`config.mk`:
```
export PLATFORM = sky130hd
export DESIGN_NAME = sh24_compress
export DESIGN_NICKNAME = d
export VERILOG_FILES = /design/src/rtl/sh24_pkg.sv /design/src/rtl/sh24_compress.sv
export SDC_FILE = /design/constraint.sdc
export NUM_CORES = 2
export LEC_CHECK = 0
export BUFFER_PORTS_ARGS = -buffer_cell sky130_fd_sc_hd__buf_2
export CORE_ASPECT_RATIO = 0.8
export CORE_MARGIN = 2
export CORE_UTILIZATION = 25
export CTS_CLUSTER_SIZE = 24
export DETAILED_ROUTE_END_ITERATION = 7
export HOLD_SLACK_MARGIN = 0.06
export PLACE_DENSITY_LB_ADDON = 0.2
export SYNTH_ARGS = -nofsm -noshare
export SYNTH_HDL_FRONTEND = slang
export SYNTH_SLANG_ARGS = --single-unit
```
`constraint.sdc`:
```
create_clock -name i_clk -period 16.7 [get_ports i_clk]
set_input_delay 1.67 -clock i_clk [delete_from_list [all_inputs] [get_ports i_clk]]
set_output_delay 1.67 -clock i_clk [all_outputs]
set_load 0.01 [all_outputs]
```
`src/rtl/sh24_pkg.sv`:
```
// Shared types, constants and round functions for the SipHash-2-4 stream hasher.
// Used by sh24_compress, sh24_finish and siphash_2_4_stream. No dependencies.
`timescale 1ns / 1ps

package sh24_pkg;

    // Initialization constants ("somepseudorandomlygeneratedbytes")
    localparam logic [63:0] SIP_C0    = 64'h736f6d6570736575;
    localparam logic [63:0] SIP_C1    = 64'h646f72616e646f6d;
    localparam logic [63:0] SIP_C2    = 64'h6c7967656e657261;
    localparam logic [63:0] SIP_C3    = 64'h7465646279746573;
    localparam logic [7:0]  SIP_FINAL = 8'hff;

    // Configuration register indexes
    localparam logic REG_KEY_LOW  = 1'b0;
    localparam logic REG_KEY_HIGH = 1'b1;

    // Bytes in a full word
    localparam logic [3:0] WORD_BYTES = 4'd8;

    typedef struct packed {
        logic [63:0] a;
        logic [63:0] b;
        logic [63:0] c;
        logic [63:0] d;
    } t_lanes;

    // Word handed from the absorb stage to the finalization pipe
    typedef struct packed {
        logic        valid;
        t_lanes      lanes;
        logic [63:0] tail;
    } t_stage;

    function automatic logic [63:0] rotl(input logic [63:0] x, input int unsigned s);
        rotl = (x << s) | (x >> (64 - s));
    endfunction

    // One SipRound
    function automatic t_lanes sip_round(input t_lanes v);
        t_lanes r;
        r   = v;
        r.a = r.a + r.b;
        r.b = rotl(r.b, 13) ^ r.a;
        r.a = rotl(r.a, 32);
        r.c = r.c + r.d;
        r.d = rotl(r.d, 16) ^ r.c;
        r.a = r.a + r.d;
        r.d = rotl(r.d, 21) ^ r.a;
        r.c = r.c + r.b;
        r.b = rotl(r.b, 17) ^ r.c;
        r.c = rotl(r.c, 32);
        return r;
    endfunction

    function automatic t_lanes sip_rounds2(input t_lanes v);
        return sip_round(sip_round(v));
    endfunction

    // Absorb one 64-bit block with two rounds
    function automatic t_lanes sip_absorb(input t_lanes v, input logic [63:0] m);
        t_lanes r;
        r   = v;
        r.d = r.d ^ m;
        r   = sip_rounds2(r);
        r.a = r.a ^ m;
        return r;
    endfunction

endpackage

```
`src/rtl/sh24_compress.sv`:
```
// Absorb stage: lane registers, message length and fresh flag, plus the
// register that hands a finished message's lanes and tail block to sh24_finish. Uses sh24_pkg.
`timescale 1ns / 1ps

module sh24_compress
    import sh24_pkg::*;
(
    input  logic        i_clk,
    input  logic        i_rst_n,
    input  logic        i_accept,
    input  logic [63:0] i_message_word,
    input  logic [3:0]  i_byte_count,
    input  logic        i_last_word,
    input  logic [63:0] i_key_low,
    input  logic [63:0] i_key_high,
    input  logic        i_next_free,
    output t_stage      o_stage
);

    t_lanes      r_lanes;
    logic [7:0]  r_len;
    logic        r_fresh;
    t_stage      r_stage;

    t_lanes      n_start;
    t_lanes      n_absorbed;
    logic [7:0]  n_len_base;
    logic [7:0]  n_len;
    logic [3:0]  n_count;
    logic        n_full;
    logic [63:0] n_masked;
    logic [63:0] n_tail;

    // Lane start value, word absorb and tail block
    always_comb begin
        n_start.a  = r_fresh ? (SIP_C0 ^ i_key_low)  : r_lanes.a;
        n_start.b  = r_fresh ? (SIP_C1 ^ i_key_high) : r_lanes.b;
        n_start.c  = r_fresh ? (SIP_C2 ^ i_key_low)  : r_lanes.c;
        n_start.d  = r_fresh ? (SIP_C3 ^ i_key_high) : r_lanes.d;
        n_len_base = r_fresh ? 8'd0 : r_len;

        n_count = (i_byte_count > WORD_BYTES) ? WORD_BYTES : i_byte_count;
        // non-last words always use all eight bytes
        n_full  = !i_last_word || (n_count == WORD_BYTES);

        n_absorbed = n_full ? sip_absorb(n_start, i_message_word) : n_start;
        n_len      = n_len_base + (n_full ? {4'd0, WORD_BYTES} : {4'd0, n_count});

        for (int b = 0; b < 8; b++) begin
            n_masked[8*b +: 8] = (4'(b) < n_count) ? i_message_word[8*b +: 8] : 8'd0;
        end
        n_tail = (n_full ? 64'd0 : n_masked) | {n_len, 56'd0};
    end

    always_ff @(posedge i_clk) begin
        if (!i_rst_n) begin
            r_lanes       <= '0;
            r_len         <= 8'd0;
            r_fresh       <= 1'b1;
            r_stage.valid <= 1'b0;
        end else begin
            if (i_accept && !i_last_word) begin
                r_lanes <= n_absorbed;
                r_len   <= n_len;
                r_fresh <= 1'b0;
            end else if (i_accept) begin
                r_len   <= 8'd0;
                r_fresh <= 1'b1;
            end

            // hand-off register toward finalization
            if (i_accept && i_last_word) begin
                r_stage.valid <= 1'b1;
                r_stage.lanes <= n_absorbed;
                r_stage.tail  <= n_tail;
            end else if (i_next_free) begin
                r_stage.valid <= 1'b0;
            end
        end
    end

    assign o_stage = r_stage;

endmodule

```
==> metrics.yaml <==
die_area_mm2: 0.237
drc_errors: 1
worstSetupPathType: "in -> reg"
worstPathRequired_ns: 17.28
nets: 10400
start_util: 0.251
clk_pin_slew_worst_paths_ns: 0.07
first_iter_violations: 9401
cts-root-buf: "clkbuf_16"
ioPinCount: 522
worstHoldStart: "r_len[0]$_SDFFE_PN0P_"
start_kind: "input port"
crit_slowest_cell: "a31oi_1"
synthCells: 7108
synth_edf_count: 320
tightest_slew_ns: 1.53
synth_flop_cell: "edfxtp_1"
multiInputGateArea_mm2: 0.0416
violations: "design-rule violations, max-capacitance violations, max-slew violations"
period_minus_slack_ns: 16.26
syn2layout_area_growth_pct: 45.0
grt.overflow.total: 0
fp-row-count: 158
cp-startpoint: "i_key_high[0]"
ys_seq_elements: 586
synth.distinct_cells: 100
cts_htree_levels: 2
slew_headroom: -0.0260
finalHoldViolations: 0
hold_path_class: "reg -> reg"
cts_made_buffers: 61
holdWs_ns: 0.448
critPathMaxFanout: 5
netlist_area_mm2: 0.0582
dp_hpwl_um: 417000
grt_pass1_vias: 64400
routed_wl_um: 470000
tns_ns: 0
crit_arrival_ns: 16.84
ys_seq_area_frac: 0.257
rsz0062_at_grt: "false"
cts_tree: "built"
chipWidth_um: 543
num_vias: 69900
crit_path_frequent_cell: "buf_4"
dr.pass1.iters: 8
dr.max_layer_used: "met5"
yosys_warnings: 0
clock.fmax_mhz: 61.5
async_flop_share: 0
clock_path_buffers: 3
register_area_mm2: 0.0149
final.setup_skew_ns: 0.0771
route.met3.wl_um: 45500
avgSynthCellArea_um2: 8.19
setup_viol: 0
die_y_um: 436
gp_congestion: 1.08
drive_above_1_share: 0.317
fillCellCount: 24400
synth_nets: 7822
ant_nets: 0
grt_max_degree: 151
grt_usage: 0.382
viasPerCell: 5.41
clock_latency_ns: 0.74
avgRoutedWirePerCell_um: 36.4
antenna_found_initial: 71
period_share: 0.974
cpPeakStageDelay_ns: 0.55
met1Wirelength_um: 207000
cap_viol_max_count: 2
finalMaxSlewViolations: 6
cp-end-kind: "flip-flop"
cts_sinks: 586
grt_first_pass_wirelength_um: 604000
core_area_mm2: 0.231
portBuffers: 521
holdBufCountCts: 0
r2r_start: "r_fresh$_SDFFE_PN1P_"
met2_length_um: 190000
status: "finished with violations"
==> path summary, 6_finish.rpt <==
path / endpoint / slack (ns) / cells after the start
setup / recovery: o_stage[319]$_DFFE_PP_ / 0.44 / 70
hold / removal: r_len[0]$_SDFFE_PN0P_ / 0.45 / 2
setup reg to reg: o_stage[319]$_DFFE_PP_ / 0.58 / 65
hold reg to reg: r_len[0]$_SDFFE_PN0P_ / 0.45 / 2
==> per-layer routing <==
layer  vias up  global-route usage
met1     34600               0.534
li1      30600                   -
met5         -                   0
met2      3959               0.548
met3       693              0.0859
met4        42               0.183
==> area by class of cell <==
type                       count  share of cell area
tap                         3120              0.0463
timing repair buffer        2818               0.244
sequential                   586               0.177
inverter                     349              0.0157
clock buffer                  77              0.0193
multi-input combinational   5895               0.493
clock inverter                39             0.00506
antenna                       21            0.000623
==> synth_stat cells (13+ instances only) <==
library cell	number	area, µm²
nor2b_1	50	313
xnor2_1	612	5360
nor4_1	18	113
ha_1	504	6310
xnor3_1	37	833
xor3_1	17	404
o211ai_1	35	263
xor2_1	486	4260
mux2_2	29	327
and4_1	15	131
nor3_1	76	380
a21boi_0	22	165
a21o_1	321	2410
mux2i_1	67	671
and2_1	66	413
dfxtp_1	266	5330
o21ai_0	529	2650
a211o_1	14	123
a21oi_1	732	3660
o21bai_1	109	818
or3_1	22	138
a41oi_1	13	114
and3_1	65	407
nand2b_1	47	294
nand4_1	77	482
a311oi_1	55	482
o21a_1	110	826
a211oi_1	37	278
buf_1	35	131
a31oi_1	49	307
edfxtp_1	320	9610
nand2_1	751	2820
a221oi_1	13	114
inv_1	345	1290
clkbuf_1	240	901
o31ai_1	22	165
nor2_1	551	2070
nand3_1	124	621
==> cell usage in the layout, fill, tap and decap left out, types with 109 or more instances in the layout <==
| master | instances |
|---|---|
| o21bai_1 | 109 |
| o21a_1 | 110 |
| buf_4 | 2243 |
| nand3_1 | 124 |
| a21o_1 | 321 |
| o21ai_0 | 512 |
| dfxtp_1 | 265 |
| nor2_1 | 547 |
| xor2_1 | 458 |
| xnor2_1 | 574 |
| inv_1 | 345 |
| buf_2 | 520 |
| ha_1 | 504 |
| edfxtp_1 | 320 |
| nand2_1 | 749 |
| a21oi_1 | 726 |
==> flip-flops by register name, indices dropped and copies added, names as in the netlist <==
| signal | count |
|---|---|
| r_lanes | 256 |
| o_stage | 321 |
| r_fresh | 1 |
| r_len | 8 |
==> worst max-delay path: cells and delay by family <==
kind	cells	cell delay (ns)
adder cells (fa/ha/maj)	5	1.49
AND/OR/NAND/NOR	10	1.83
AO/OA/AOI/OAI	35	7.73
buffers and inverters	13	2.21
XOR/XNOR	7	1.83
==> repair_timing <==
item | in CTS | in global routing
pin swaps | 0 | 2
resized for setup | 3 | 30
buffers inserted | 0 | 3
endpoints found under the setup margin | 7 | 170
==> cell families after synthesis <==
family | synth area share
AO/OA/AOI/OAI | 0.239
XOR/XNOR | 0.187
multiplexers | 0.0174
AND/OR/NAND/NOR | 0.147
buffers and inverters | 0.0406
adder cells (fa/ha/maj) | 0.112
flip-flops | 0.257
==> stage by stage <==
step / cell area, µm² / setup slack [ns] / util / std cells
2_1_floorplan: 58200 / 1.64 / - / 7108
3_3_place_gp: 82100 / -1.11 / 0.355 / 12800
3_5_place_dp: 82100 / -1.14 / 0.355 / 12800
4_1_cts: 84100 / 0.0825 / 0.364 / 12900
5_1_grt: 84300 / 0.00103 / 0.364 / 12900
6_report: 84400 / 0.437 / 0.365 / 12900
Power is not shown: default switching activity piles up to over one toggle a cycle in this logic, so the estimate is an artifact.
